### config.mk
export PLATFORM = sky130hd
export DESIGN_NAME = websocket_frame_deframer
export DESIGN_NICKNAME = d
export VERILOG_FILES = /design/src/wsd_pkg.sv /design/src/wsd_in_reg.sv /design/src/wsd_parser.sv /design/src/wsd_out_reg.sv /design/src/websocket_frame_deframer.sv
export SDC_FILE = /design/constraint.sdc
export NUM_CORES = 1
export LEC_CHECK = 0
export BUFFER_PORTS_ARGS = -buffer_cell sky130_fd_sc_hd__buf_2
export CORE_MARGIN = 5
export CORE_UTILIZATION = 45
export DETAILED_ROUTE_END_ITERATION = 6
export GPL_ROUTABILITY_DRIVEN = 1
export PLACE_DENSITY = 0.7
export SYNTH_ARGS = -nofsm -noshare
export SYNTH_HDL_FRONTEND = slang
export SYNTH_SLANG_ARGS = --single-unit
### constraint.sdc
create_clock -name clk -period 4.4 [get_ports clk]
set_input_delay 0 -clock clk [delete_from_list [all_inputs] [get_ports clk]]
set_output_delay 0 -clock clk [all_outputs]
set_load 0.1 [all_outputs]
### src/wsd_pkg.sv
package wsd_pkg;

	// Parse steps of the frame header and payload
	typedef enum logic [2:0] {
		PH_HDR0    = 3'd0,
		PH_HDR1    = 3'd1,
		PH_EXT_HI  = 3'd2,
		PH_EXT_LO  = 3'd3,
		PH_KEY     = 3'd4,
		PH_PAYLOAD = 3'd5
	} phase_t;

	localparam logic [6:0] LEN_EXT16 = 7'd126;
	localparam logic [6:0] LEN_EXT64 = 7'd127;
	localparam logic [1:0] KEY_LAST  = 2'd3;

	localparam logic [3:0] OP_CONT   = 4'd0;
	localparam logic [3:0] OP_TEXT   = 4'd1;
	localparam logic [3:0] OP_BINARY = 4'd2;
	localparam logic [3:0] OP_CLOSE  = 4'd8;
	localparam logic [3:0] OP_PING   = 4'd9;
	localparam logic [3:0] OP_PONG   = 4'd10;

	typedef struct packed {
		logic [7:0] out_byte;
		logic       has_data;
		logic [3:0] frame_opcode;
		logic       is_close;
		logic       unknown_opcode;
		logic       last;
		logic       length_error;
	} res_t;

	function automatic logic op_unknown(input logic [3:0] op);
		logic unk;
		case (op) inside
			OP_CONT, OP_TEXT, OP_BINARY, OP_CLOSE, OP_PING, OP_PONG: unk = 1'b0;
			default: unk = 1'b1;
		endcase
		return unk;
	endfunction

endpackage

### src/wsd_in_reg.sv
module wsd_in_reg (
	input  logic       clk,
	input  logic       arst_n,
	input  logic       in_valid,
	output logic       in_stall,
	input  logic [7:0] in_byte,
	input  logic       advance,
	output logic       valid_s1,
	output logic [7:0] byte_s1
);
	logic take;

	// Accept whenever the held byte is empty or leaves this cycle
	assign in_stall = valid_s1 && !advance;
	assign take     = in_valid && !in_stall;

	always_ff @(posedge clk or negedge arst_n) begin
		if (!arst_n) begin
			valid_s1 <= 1'b0;
		end else if (take) begin
			valid_s1 <= 1'b1;
		end else if (advance) begin
			valid_s1 <= 1'b0;
		end
	end

	always_ff @(posedge clk) begin
		if (take) begin
			byte_s1 <= in_byte;
		end
	end
endmodule

### src/wsd_parser.sv
module wsd_parser (
	input  logic          clk,
	input  logic          arst_n,
	input  logic          step,
	input  logic [7:0]    byte_s1,
	output logic          res_valid,
	output wsd_pkg::res_t res
);
	import wsd_pkg::*;

	phase_t      phase_q, phase_d;
	logic [3:0]  opcode_q, opcode_d;
	logic        mask_on_q, mask_on_d;
	logic [15:0] remaining_q, remaining_d;
	logic [31:0] mask_key_q, mask_key_d;
	logic [1:0]  byte_index_q, byte_index_d;
	logic        halted_q, halted_d;
	logic [1:0]  key_sel;
	logic [6:0]  len7;
	logic        done_hdr;
	logic        emit;
	logic        emit_data;
	logic        emit_lerr;
	logic [7:0]  data;

	assign len7    = byte_s1[6:0];
	assign key_sel = KEY_LAST - byte_index_q;

	always_ff @(posedge clk or negedge arst_n) begin
		if (!arst_n) begin
			phase_q      <= PH_HDR0;
			opcode_q     <= '0;
			mask_on_q    <= 1'b0;
			remaining_q  <= '0;
			mask_key_q   <= '0;
			byte_index_q <= '0;
			halted_q     <= 1'b0;
		end else if (step) begin
			phase_q      <= phase_d;
			opcode_q     <= opcode_d;
			mask_on_q    <= mask_on_d;
			remaining_q  <= remaining_d;
			mask_key_q   <= mask_key_d;
			byte_index_q <= byte_index_d;
			halted_q     <= halted_d;
		end
	end

	always_comb begin
		phase_d      = phase_q;
		opcode_d     = opcode_q;
		mask_on_d    = mask_on_q;
		remaining_d  = remaining_q;
		mask_key_d   = mask_key_q;
		byte_index_d = byte_index_q;
		halted_d     = halted_q;
		done_hdr     = 1'b0;
		emit         = 1'b0;
		emit_data    = 1'b0;
		emit_lerr    = 1'b0;
		data         = byte_s1;

		if (!halted_q) begin
			unique case (phase_q)
				PH_HDR1: begin
					mask_on_d = byte_s1[7];
					if (len7 == LEN_EXT64) begin
						halted_d  = 1'b1;
						phase_d   = PH_HDR0;
						emit      = 1'b1;
						emit_lerr = 1'b1;
					end else if (len7 == LEN_EXT16) begin
						phase_d = PH_EXT_HI;
					end else begin
						remaining_d = {9'd0, len7};
						if (byte_s1[7]) begin
							byte_index_d = '0;
							phase_d      = PH_KEY;
						end else begin
							done_hdr = 1'b1;
						end
					end
				end
				PH_EXT_HI: begin
					remaining_d = {byte_s1, 8'd0};
					phase_d     = PH_EXT_LO;
				end
				PH_EXT_LO: begin
					remaining_d = {remaining_q[15:8], byte_s1};
					if (mask_on_q) begin
						byte_index_d = '0;
						phase_d      = PH_KEY;
					end else begin
						done_hdr = 1'b1;
					end
				end
				PH_KEY: begin
					mask_key_d[{key_sel, 3'b000} +: 8] = byte_s1;
					if (byte_index_q == KEY_LAST) begin
						done_hdr = 1'b1;
					end else begin
						byte_index_d = byte_index_q + 2'd1;
					end
				end
				PH_PAYLOAD: begin
					if (mask_on_q) begin
						data = byte_s1 ^ mask_key_q[{key_sel, 3'b000} +: 8];
					end
					byte_index_d = byte_index_q + 2'd1;
					remaining_d  = remaining_q - 16'd1;
					emit         = 1'b1;
					emit_data    = 1'b1;
					if (remaining_d == '0) begin
						phase_d      = PH_HDR0;
						byte_index_d = '0;
					end
				end
				default: begin
					opcode_d = byte_s1[3:0];
					phase_d  = PH_HDR1;
				end
			endcase

			// Length known and any key read: empty frame ends here
			if (done_hdr) begin
				byte_index_d = '0;
				if (remaining_d == '0) begin
					phase_d = PH_HDR0;
					emit    = 1'b1;
				end else begin
					phase_d = PH_PAYLOAD;
				end
			end
		end
	end

	assign res_valid          = step && emit;
	assign res.out_byte       = emit_data ? data : 8'd0;
	assign res.has_data       = emit_data;
	assign res.frame_opcode   = opcode_q;
	assign res.is_close       = (opcode_q == OP_CLOSE);
	assign res.unknown_opcode = op_unknown(opcode_q);
	assign res.last           = emit_lerr || !emit_data || (remaining_d == '0);
	assign res.length_error   = emit_lerr;
endmodule

### src/wsd_out_reg.sv
module wsd_out_reg (
	input  logic          clk,
	input  logic          arst_n,
	input  logic          res_valid,
	input  wsd_pkg::res_t res,
	output logic          can_load,
	output logic          out_valid,
	input  logic          out_stall,
	output wsd_pkg::res_t res_q
);
	import wsd_pkg::*;

	logic load;

	assign can_load = !out_valid || !out_stall;
	assign load     = res_valid && can_load;

	always_ff @(posedge clk or negedge arst_n) begin
		if (!arst_n) begin
			out_valid <= 1'b0;
		end else if (can_load) begin
			out_valid <= res_valid;
		end
	end

	always_ff @(posedge clk) begin
		if (load) begin
			res_q <= res;
		end
	end
endmodule

### src/websocket_frame_deframer.sv
// Receive-side WebSocket frame deframer. Feed the received stream one byte
// per transfer on in_byte; header bytes (opcode, mask bit and 7-bit length,
// optional 16-bit big-endian extended length, optional 4-byte mask key) give
// no result, and each payload byte comes out unmasked with the frame opcode,
// a close flag, an unknown-opcode flag and last on the final byte. A frame of
// zero length gives one result with has_data low and last high. Length code
// 127 gives one result with length_error high, after which every input byte
// is taken and dropped until reset. RSV and FIN bits are ignored. The block
// sustains one byte per clock while out_stall is low: a byte is held in the
// input register, is parsed by single-level logic into the result register
// and appears on out_* from there. The only throttle is out_stall, which,
// with a result held, stalls the result and input registers together.
module websocket_frame_deframer (
	input  logic       clk,
	input  logic       arst_n,
	input  logic       in_valid,
	output logic       in_stall,
	input  logic [7:0] in_byte,
	output logic       out_valid,
	input  logic       out_stall,
	output logic [7:0] out_byte,
	output logic       has_data,
	output logic [3:0] frame_opcode,
	output logic       is_close,
	output logic       unknown_opcode,
	output logic       last,
	output logic       length_error
);
	import wsd_pkg::*;

	logic       valid_s1;
	logic [7:0] byte_s1;
	logic       can_load;
	logic       advance;
	logic       res_valid;
	res_t       res;
	res_t       res_q;

	// Advance the held byte whenever the result register can take its result
	assign advance = valid_s1 && can_load;

	wsd_in_reg u_in_reg (
		.clk      (clk),
		.arst_n   (arst_n),
		.in_valid (in_valid),
		.in_stall (in_stall),
		.in_byte  (in_byte),
		.advance  (advance),
		.valid_s1 (valid_s1),
		.byte_s1  (byte_s1)
	);

	wsd_parser u_parser (
		.clk       (clk),
		.arst_n    (arst_n),
		.step      (advance),
		.byte_s1   (byte_s1),
		.res_valid (res_valid),
		.res       (res)
	);

	wsd_out_reg u_out_reg (
		.clk       (clk),
		.arst_n    (arst_n),
		.res_valid (res_valid),
		.res       (res),
		.can_load  (can_load),
		.out_valid (out_valid),
		.out_stall (out_stall),
		.res_q     (res_q)
	);

	assign out_byte       = res_q.out_byte;
	assign has_data       = res_q.has_data;
	assign frame_opcode   = res_q.frame_opcode;
	assign is_close       = res_q.is_close;
	assign unknown_opcode = res_q.unknown_opcode;
	assign last           = res_q.last;
	assign length_error   = res_q.length_error;
endmodule

## Word-level counts from Yosys, hierarchy flattened

Cells that the tools add are included.
Widths: inputs -> output; s select.

- Bits in registers: 86
- Output and inout bits: 19
- Word-level logic and storage cells: 119

- $add $sub $neg: 4
- Equality and inequality tests: 21
- Shift operators: 3
- Muxes and demuxes: 45
- Bitwise logic cells: 3
- Reductions and logical operators: 26

Operators by type and width:

| kind | count |
|---|---|
| $mux 16 | 4 |
| $pmux 16 s4 | 1 |
| $logic_not 16->1 | 3 |
| $bwmux 32 | 1 |
| $shift 8x7->32 const A | 1 |
| $shiftx 32x6->8 | 1 |
| $shiftx 8x7->32 | 1 |
| $mux 8 | 3 |
| $mux 3 | 7 |
| $mux 1 | 18 |
| $sub 16x1->16 const B | 1 |
| $pmux 3 s5 | 1 |
| $eq 7x7->1 const B | 2 |
| $mux 2 | 7 |
| $eq 4x4->1 const B | 3 |
| $ne 3x3->1 const B | 3 |
| $reduce_and 3->1 | 3 |
| $pmux 2 s4 | 1 |
| $reduce_and 8->1 | 1 |
| $xor 8x8->8 | 1 |
| $neg 5->7 | 1 |
| $eq 3x2->1 const B | 2 |
| $eq 3x3->1 const B | 2 |
| $ne 3x1->1 const B | 2 |
| other kinds (21) | 32 |

## Longest topological paths before layout

Gate-level depths: netlist of the first run.

- Word-level depth: 11
- Gate-level depth with buffers: 10
- Gate-level depth less buffers: 9

## Hierarchy

Synthesis of the first run repeated with hierarchy kept, for this count alone.

- Cell total of the unflattened synthesis: 517
- Area total of the unflattened synthesis: 4873.4 µm²

By module, submodules not included:

| module | instances | cells each | area an instance (µm²) | seq. area each (µm²) |
|---|---|---|---|---|
| wsd_parser | 1 | 482 | 4011.3 | 1476.4 |
| wsd_out_reg | 1 | 21 | 558.0 | 535.5 |
| wsd_in_reg | 1 | 13 | 297.8 | 265.3 |
| websocket_frame_deframer | 1 | 1 | 6.3 | 0.0 |

## Least setup slack after synthesis of the first run

OpenSTA, ideal clock, no wires.

- Path type: register -> register
- Start: register u_parser.remaining_q[0]
- End: register u_out_reg.res_q[0] (netlist name)
- Arrival time: 2.809 ns
- Required time: 4.026 ns
- Path slack: 1.217 ns
- Cell stages (with the launch flop): 10
- Buffers on the path: 1
- Clock period less this slack: 3.183 ns
- Cell sequence: dfrtp_1 -> inv_1 -> ha_1 -> or3b_1 -> clkbuf_1 -> o311a_1 -> a221oi_1 -> nand4_1 -> nor4_4 -> o21a_1

- Word-level cells in the longest chain between the ends: 10

RTL lines:

| what | line | text |
|---|---|---|
| from (decl) | wsd_parser.sv:14 | `logic [15:0] remaining_q, remaining_d;` |
| from (signal assigned) | wsd_parser.sv:42 | `remaining_q <= remaining_d;` |
| parallel branches: the longest is 2 deep, another holds $sub 16x1->16 | -- |  |
| $pmux 16 s4 (*) | wsd_parser.sv:64 | `unique case (phase_q)` |
| $mux 16 (*) | wsd_parser.sv:63 | `if (!halted_q) begin` |
| $logic_not 16->1 (*) | wsd_parser.sv:127 | `if (remaining_d == '0) begin` |
| $mux 1 (*) | wsd_parser.sv:127 |  |
| $mux 1 (*) | wsd_parser.sv:125 | `if (done_hdr) begin` |
| $mux 1 (*) | wsd_parser.sv:63 |  |
| $logic_and 1x1->1 (*) | wsd_parser.sv:137 | `assign res_valid = step && emit;` |
| $logic_and 1x1->1 (*) | wsd_out_reg.sv:16 | `assign load = res_valid && can_load;` |
| via u_out_reg.load | wsd_out_reg.sv:13 | `logic load;` |

Mark *: on every way through the listed nets, which the timed path passes. The select of a mux whose other input is x is not followed.
A chain may end at the register's enable or synchronous reset.

## Final worst setup path of the first run

- Start: register u_in_reg.byte_s1[1]
- End: register u_out_reg.res_q[16] (netlist name)

- Word-level cells in the longest chain between the ends: 11

RTL lines:

| what | line | text |
|---|---|---|
| from (decl) | wsd_in_reg.sv:9 | `output logic [7:0] byte_s1` |
| from (signal assigned) | wsd_in_reg.sv:29 | `byte_s1 <= in_byte;` |
| $eq 7x7->1 | wsd_parser.sv:72 | `end else if (len7 == LEN_EXT16) begin` |
| $mux 16 | wsd_parser.sv:72 |  |
| $mux 16 | wsd_parser.sv:67 | `if (len7 == LEN_EXT64) begin` |
| $pmux 16 s4 | wsd_parser.sv:64 |  |
| $mux 16 | wsd_parser.sv:63 |  |
| $logic_not 16->1 | wsd_parser.sv:127 |  |
| $mux 1 | wsd_parser.sv:127 |  |
| $mux 1 (*) | wsd_parser.sv:125 |  |
| $mux 1 (*) | wsd_parser.sv:63 |  |
| $logic_and 1x1->1 (*) | wsd_parser.sv:137 |  |
| $logic_and 1x1->1 (*) | wsd_out_reg.sv:16 |  |
| via u_out_reg.load | wsd_out_reg.sv:13 |  |

The timed path passes the listed nets; every way through them passes the cells marked *. The select of a mux whose other input is x is not followed.

==> results of run 1 <==
-- metrics by stage --
step,hold slack (ps),cells
2_1_floorplan,-296,519
3_3_place_gp,177,652
3_5_place_dp,179,652
4_1_cts,50.6,679
5_1_grt,111,679
6_report,75.2,679
-- area by class of cell --
| class | instances | area, um2 | area share, % |
|---|---|---|---|
| Sequential cell | 86 | 2280 | 42.2 |
| Timing Repair Buffer | 47 | 305 | 5.66 |
| Clock inverter | 6 | 118 | 2.18 |
| Tap cell | 136 | 170 | 3.16 |
| Clock buffer | 10 | 128 | 2.37 |
| Inverter | 14 | 52.6 | 0.975 |
| Multi-Input combinational cell | 380 | 2340 | 43.4 |
-- final timing paths --
path	to	cells after the start	slack, ps
worst max-delay path	u_out_reg.res_q[16]	7	630
worst min-delay path	u_out_reg.out_valid	4	80
worst max register to register	u_out_reg.res_q[16]	7	630
worst min register to register	u_out_reg.res_q[7]	0	470
max in group asynchronous	u_parser.remaining_q[2]	3	3550
min in group asynchronous	u_parser.mask_key_q[13]	3	330
-- where the power goes --
part,switching [mW],internal (mW)
Combinational,1.15,0.609
Sequential,0.365,1.06
Clock,0.306,0.383
Total,1.82,2.05
-- routing by layer --
layer	global-route usage, %	wire length [um]
met1	28.8	5500
met2	30.5	5590
met3	4.72	1260
met4	10.3	439
met5	0	0
-- what timing repair did --
action                    CTS  global route
hold endpoints to repair   70             0
buffers inserted            0             0
hold buffers               11             0
-- registers in the layout, summed over array words and instances, names as in the netlist, 2 cells and up --
register,count
u_out_reg.res_q,17
u_parser.remaining_q,16
u_parser.mask_key_q,32
u_parser.byte_index_q,2
u_in_reg.byte_s1,8
u_parser.opcode_q,4
u_parser.phase_q,3
-- layout by cell type, fill, tap and decap left out, types with 4 or more instances in the layout --
master	instances
a21oi_1	13
a22o_1	5
a31oi_1	6
buf_2	30
buf_4	6
clkbuf_8	9
dfrtp_1	61
dlygate4sd3_1	11
edfxtp_1	25
ha_1	7
inv_1	13
mux2_2	5
mux4_2	8
nand2_1	109
nand2b_1	5
nand3_1	9
nand3b_1	5
nand4_1	6
nor2_1	32
nor3_1	11
nor3b_1	5
nor4_1	7
o211ai_1	5
o21ai_0	54
o22ai_1	4
o31ai_1	4
or4_1	4
xor2_1	8
-- logic make-up after synthesis --
| kind of cell | after synthesis |
|---|---|
| simple gates | 218 |
| compound gates | 130 |
| flops | 86 |
| mux | 14 |
| xor+xnor | 11 |
| buf+inv | 53 |
| fa+ha+maj | 7 |
-- worst min-delay path, delay by kind of cell --
| kind | cells | cell delay (ps) |
|---|---|---|
| buffers and inverters | 1 | 90 |
| AO/OA/AOI/OAI | 2 | 220 |
| AND/OR/NAND/NOR | 1 | 90 |
==> qor_table.md, run 1 <==
| Stage | Quantity | This run |
|---|---|---|
| run status | Status | finished, final reports clean |
| drt | Via Count | 4129 |
| drt | Detailed-route vias per instance | 6.08 |
| setup path | Cell with the largest stage delay on the worst path | o21a_1 |
| die | Area of the die | 12900 um2 |
| synth | Syn. warnings | 0 |
| drt | Antenna violation net count after detailed routing | 0 |
| timing | Setup repair after global routing missed its margin | no |
| clock network | Worst-path clk slew | 90 ps |
| synth | Simple-gate portion of the synthesized area | 22.2% |
| grt | Leftover overflow at the end of global routing | 0 |
| synth | Number of flops mapped to enable cells by yosys | 25 |
| synth | Yosys top cell by area | dfrtp_1 |
| synth | Leading post-synthesis cells by instance count | nand2_1 (109), dfrtp_1 (61), o21ai_0 (54) |
| worst hold path | Tightest Hold Check Type | input port to flop |
| setup path | CP Capture Type | flop |
| setup path | Data required time of the worst path | 4410 ps |
| place | Detail Placement HPWL | 8.83 mm |
| synth | Main area contributors after synthesis | dfrtp_1 (32%), edfxtp_1 (15%), nand2_1 (8.4%) |
| timing | Final Worst Setup Slack | 628 ps |
| clock network | CTS max path bufs | 2 |
| setup path | Beginning of the critical path | u_in_reg.byte_s1[1] |
| setup path | Stage delay of the slowest cell on the critical path | 610 ps |
| synth | Adder-cell share of the synthesized area | 1.81% |
| timing | Transition time at the pin with the least slew margin | 1200 ps |
| timing | Worst Skew | 16.9 ps |
| final layout | Layout fillers | 956 |
| synth | Average cell area after synthesis | 9.33 um2 |
| final layout | Core utilization of the finished layout | 51.8% |
| grt | Largest net degree at the start of global routing | 62 |
| synth | Share of synthesized registers carrying an async set or reset | 70.9% |
| drt | DRC violations left | 0 |
| synth | Yosys reg bits | 86 |
| synth | Main synth FF type | dfrtp_1 |
| clock network | Number of H-tree levels | 3 |
| synth | Synthesized Nets | 538 |
| final layout | Fraction of layout instances using a drive strength above 1 | 13.8% |
| clock network | Post-cts sizing count | 0 |
| setup path | Buffers & Inverters on Critical Path | 1 |
| clock network | Clock buffer count from CTS | 9 |
| timing | Final Hold Violating Endpoints | 0 |
| synth | Share of Yosys cell area claimed by the top area cell type | 31.5% |
| die | Initial core utilization | 46.5% |
| grt | Vias in the first global route | 3992 |
| place | Final weighted congestion in routability-driven placement | 1.03 |
| die | Placement Rows | 37 |
| synth | Post-synth design cell area | 4840 um2 |
| timing | Final count of pins violating max slew | 0 |
| timing | Maximum achievable frequency | 265 MHz |
| setup path | CP cell instances | inv_1 -> nor4_4 -> nor2_2 -> a221o_1 -> or4_4 -> nor4_4 -> o21a_1 |
| place | Port buffer count | 30 |
| clock network | TritonCTS clock tree | built |
| setup path | Top cell by count, worst path | nor4_4 |
| timing | Setup TNS | 0 ps |
| die | Core region area | 10400 um2 |
| drt | Wire length after detailed routing | 12.8 mm |
| timing | Post-route minimum period | 3770 ps |
| clock network | Clock net sink count | 86 |
| die | Vertical extent of the die | 114 um |
| drt | Initial DRT Pass Iterations | 6 |
| power and ir drop | IR drop worst, VDD | 0.000323 V |
| setup path | Sort of element at the start of the critical path | flop |
| setup path | Highest net fanout along the worst path | 17 |
| setup path | Crit Reg-Reg Startpoint | u_in_reg.byte_s1[1] |
| die | Width of the die | 114 um |
| grt | GRT Resource Usage Total | 20.7% |
| synth | Post-Synth XOR/XNOR Area | 1.99% |
| grt | First-pass GRT wire length | 21.0 mm |
| synth | Largest family of logic cells by synthesized area | simple AND/OR/NAND/NOR gates |
| final layout | Total non-filler cell area in the finished layout | 5390 um2 |
| clock network | Clock root cell | clkbuf_8 |
| final layout | Relative area change from synthesis to final layout | 11.3% |
| synth | Proportion of synthesized chip area in sequential cells | 47.0% |
| timing | Final Cycle Share | 85.7% |
| drt | WL per Instance | 18.8 um |
| synth | Compound-gate portion of the synthesized area | 17.2% |
| power and ir drop | Power density relative to cell area | 718 nW/um2 |
| timing | Final count of negative-setup-slack endpoints | 0 |
| die | Top-Level Pins | 31 |
| drt | DRC violation total after the first TritonRoute iteration | 489 |
| setup path | Critical Path AT | 3790 ps |
| power and ir drop | Cell leakage power | 2.10 nW |
| synth | Synthesized instance count | 519 |
| power and ir drop | Total power | 3.87 mW |
| grt | Initial antenna violation count | 0 |
| synth | Most frequent cell after synthesis | nand2_1 |
| place | Placement-stage worst setup slack | 692 ps |
| worst hold path | Critical hold path startpoint | out_stall |
| clock network | Clock Latency Late Sink | 380 ps |
| timing | Headroom to the max-slew limit | 19.8% |
| setup path | Category of the critical setup timing path | flop to flop |
| synth | Yosys cell types | 69 |
| synth | Portion of netlist area occupied by mux cells | 5.09% |
| setup path | Cell family contributing the most delay on the critical path | simple AND/OR/NAND/NOR gates |
| final layout | Nets | 557 |
| run | Reported max-cap violation count | 0 |
| place | Post-detailed-placement cell area | 5040 um2 |
| final layout | Ant. Diodes | 0 |
Power figures use the tool's default switching activity.
==> run 2: changes to the inputs <==
Settings changed: CORE_ASPECT_RATIO from default to 0.7, CORE_UTILIZATION 45 to 60, PLACE_DENSITY 0.7 to 0.87, SYNTH_HIERARCHICAL from default to 1.
==> run 2 against run 1 <==
Effect of this change:
- via count increased by 2.0%
- sequential share of layout area down 0.18 points
- setup slack better by 4.4 ps
- critical path type unchanged
- critical endpoint is now u_out_reg/res_q[5]
- largest cell class unchanged
==> qor_table.md, run 2 <==
| Stage | Quantity | This run |
|---|---|---|
| die | Placement Rows | 27 |
| timing | Final count of negative-setup-slack endpoints | 0 |
| run status | Status | finished, final reports clean |
| final layout | Total non-filler cell area in the finished layout | 5410 um2 |
| power and ir drop | Power density relative to cell area | 719 nW/um2 |
| power and ir drop | Clock share of power | 17.9% |
| final layout | FF+latch area | 2280 um2 |
| setup path | Category of the critical setup timing path | flop to flop |
| synth | Syn. warnings | 6 |
| setup path | Stage delay of the slowest cell on the critical path | 540 ps |
| timing | Final Hold Violating Endpoints | 0 |
| clock network | Clock net sink count | 86 |
| drt | Initial DRT Pass Iterations | 6 |
| synth | Main area contributors after synthesis | dfrtp_1 (31%), edfxtp_1 (15%), nand2_1 (8.5%) |
| timing | Post-route minimum period | 3770 ps |
| synth | Synthesized instance count | 517 |
| place | Post-detailed-placement cell area | 5030 um2 |
| clock network | Number of H-tree levels | 3 |
| setup path | Total stage count of the critical path | 11 |
| synth | Share of Yosys cell area claimed by the top area cell type | 31.3% |
| power and ir drop | Reported net switching power | 1.85 mW |
| final layout | Fraction of layout instances using a drive strength above 1 | 14.4% |
| clock network | CTS max path bufs | 2 |
| power and ir drop | Total power | 3.90 mW |
| timing | Final count of pins violating max slew | 0 |
| grt | First-pass GRT wire length | 21.1 mm |
| final layout | Relative area change from synthesis to final layout | 11.1% |
| final layout | Number of flip-flops in the largest register | 32 |
| setup path | Sort of element at the start of the critical path | flop |
| drt | Antenna violation net count after detailed routing | 0 |
| clock network | Clock Latency Late Sink | 340 ps |
| place | Port buffer count | 30 |
| clock network | Worst-path clk slew | 60 ps |
| grt | Leftover overflow at the end of global routing | 0 |
| setup path | Critical Path AT | 3800 ps |
| timing | Headroom to the max-slew limit | 23.3% |
| drt | WL per Instance | 20.3 um |
| die | Core region area | 7910 um2 |
| clock network | TritonCTS clock tree | built |
| power and ir drop | Internal power component | 2.05 mW |
| setup path | Data required time of the worst path | 4430 ps |
| timing | Worst Skew | 7.66 ps |
| place | Detail Placement HPWL | 8.86 mm |
| timing | Setup repair after global routing missed its margin | no |
| drt | DRC violations left | 0 |
| setup path | Setup slack on the worst flop-to-flop path | 630 ps |
| final layout | Nets | 555 |
| clock network | Total setup buffers inserted after CTS | 0 |
| setup path | CP cell instances | inv_1 -> ha_1 -> nand2b_1 -> o22ai_1 -> a22o_1 -> or4_1 -> nor4_1 -> nand4_1 -> a21oi_1 -> a21boi_2 -> buf_4 |
| drt | Via Count | 4213 |
| final layout | Most common library cell in the layout ignoring fill and taps | nand2_1 |
| drt | DRC violation total after the first TritonRoute iteration | 737 |
| timing | Worst hold slack | 375 ps |
| power and ir drop | Fraction of power consumed by sequential logic | 36.1% |
| run | Reported max-cap violation count | 0 |
| setup path | Buffers & Inverters on Critical Path | 2 |
| setup path | Cell with the largest stage delay on the worst path | or4_1 |
| power and ir drop | Cell leakage power | 2.22 nW |
| final layout | Biggest regs | u_parser/mask_key_q (32), u_out_reg/res_q (17), u_parser/remaining_q (16) |
| synth | Main synth FF type | dfrtp_1 |
| synth | Leading post-synthesis cells by instance count | nand2_1 (110), dfrtp_1 (61), o21ai_0 (48) |
| clock network | Clock buffer count from CTS | 9 |
| die | Top-Level Pins | 31 |
| final layout | Most frequent cells in the layout | nand2_1 (110), dfrtp_1 (61), o21ai_0 (48) |
| setup path | Cells on worst reg2reg path | 11 |
| die | Width of the die | 118 um |
| grt | Vias in the first global route | 3927 |
| place | Final weighted congestion in routability-driven placement | 0.991 |
| synth | Proportion of synthesized chip area in sequential cells | 46.7% |
| final layout | Ant. Diodes | 0 |
| drt | Wire length after detailed routing | 13.0 mm |
| setup path | Crit Reg-Reg Startpoint | u_parser/remaining_q[0] |
| grt | GRT Resource Usage Total | 26.4% |
| power and ir drop | IR drop worst, VDD | 0.000515 V |
| timing | Final Cycle Share | 85.6% |
| setup path | Highest net fanout along the worst path | 17 |
| synth | Yosys cell types | 69 |
| synth | Average cell area after synthesis | 9.43 um2 |
| final layout | Layout fillers | 588 |
| clock network | Post-cts sizing count | 0 |
| die | Vertical extent of the die | 85.4 um |
| grt | Largest net degree at the start of global routing | 62 |
| timing | Setup TNS | 0 ps |
| final layout | Core utilization of the finished layout | 68.5% |
| clock network | Clock root cell | clkbuf_16 |
| final layout | Most flop-heavy register | u_parser/mask_key_q |
| timing | Maximum achievable frequency | 265 MHz |
| synth | Post-synth design cell area | 4870 um2 |
| setup path | CP Capture Type | flop |
| grt | Initial antenna violation count | 0 |
| setup path | Cell family contributing the most delay on the critical path | simple AND/OR/NAND/NOR gates |
| die | Area of the die | 10100 um2 |
| synth | Most frequent cell after synthesis | nand2_1 |
| synth | Synthesized Nets | 537 |
| synth | Yosys reg bits | 86 |
| power and ir drop | Portion of total power attributed to combinational logic | 45.9% |
| synth | Share of synthesized registers carrying an async set or reset | 70.9% |
| drt | Detailed-route vias per instance | 6.57 |
| final layout | Multi-input combinational cell area | 2360 um2 |
| setup path | Endpoint of the most critical register-to-register path | u_out_reg/res_q[5] |
| synth | Yosys top cell by area | dfrtp_1 |
| clock network | Post-CTS Hold Buffers | 11 |
| worst hold path | Tightest Hold Check Type | input port to asynchronous set/reset pin |
| synth | Number of flops mapped to enable cells by yosys | 25 |
| timing | Transition time at the pin with the least slew margin | 1140 ps |
| power and ir drop | Switching fraction of total power | 47.4% |
| die | Initial core utilization | 61.6% |
[run 2: changes by cell type after synthesis, sizes merged, moves of 5 or more]
cell and change:
nand3 -5, nand2b +6, o21ai -6, buf +7, nor2 -13
[run 2: kinds of logic (layout without fill, tap and decap cells)]
| logic type | count (synthesis) | count (layout) | share of synthesized area [%] |
|---|---|---|---|
| AO/OA/AOI/OAI | 124 | 124 | 16.7 |
| adder cells (fa/ha/maj) | 8 | 8 | 2.05 |
| multiplexers | 13 | 13 | 4.85 |
| XOR/XNOR | 14 | 14 | 2.52 |
| AND/OR/NAND/NOR | 217 | 217 | 22.3 |
| flip-flops | 86 | 86 | 46.7 |
| buffers and inverters | 55 | 78 | 4.85 |
[run 2: per-stage QoR]
| stage | setup slack, ps | instances |
|---|---|---|
| 2_1_floorplan | 916 | 517 |
| 4_1_cts | 740 | 641 |
| 5_1_grt | 476 | 641 |
| 3_5_place_dp | 812 | 614 |
| 6_report | 632 | 641 |
| 3_3_place_gp | 914 | 614 |
[run 2: worst reg2reg max path, cell delays in order, from the launching register on]
cell and delay [ps]:
dfrtp_1 480, inv_1 100, ha_1 260, nand2b_1 310, o22ai_1 150, a22o_1 240
or4_1 540, nor4_1 380, nand4_1 270, a21oi_1 290, a21boi_2 190, buf_4 250
[run 2: area by class of cell]
type	instances	area share [%]
flip-flops and latches	86	42.1
repair buffers	51	6.19
clock buffers	9	4.16
well taps	101	2.33
multi-input cells	376	43.6
clock inverters	7	0.901
inverters	11	0.763
[run 2: layer usage]
layer  vias up  global-route usage, %  wire length [um]
met1      2004                   39.5              5650
met2       286                   36.8              5500
li1       1910                      -                 -
met5         -                      0                 0
met3        13                   9.73              1770
met4         0                   5.31               104
[run 2: worst max-delay path by stage]
stage                       startpoint                   to
2_1_floorplan  u_parser/remaining_q[0]   u_out_reg/res_q[0]
3_3_place_gp   u_parser/remaining_q[0]  u_out_reg/res_q[16]
3_5_place_dp   u_parser/remaining_q[4]  u_out_reg/res_q[10]
4_1_cts        u_parser/remaining_q[0]  u_out_reg/res_q[10]
5_1_grt        u_parser/remaining_q[0]   u_out_reg/res_q[6]
6_report       u_parser/remaining_q[0]   u_out_reg/res_q[5]
[run 2: power groups by stage]
stage,Clock [mW],Combinational [mW],Sequential [mW]
global placement,0,1.69,1.38
finish,0.699,1.79,1.41
global route,0.748,1.91,1.44
floorplan,0,1.24,1.46
detailed placement,0,1.71,1.40
CTS,0.710,1.73,1.39
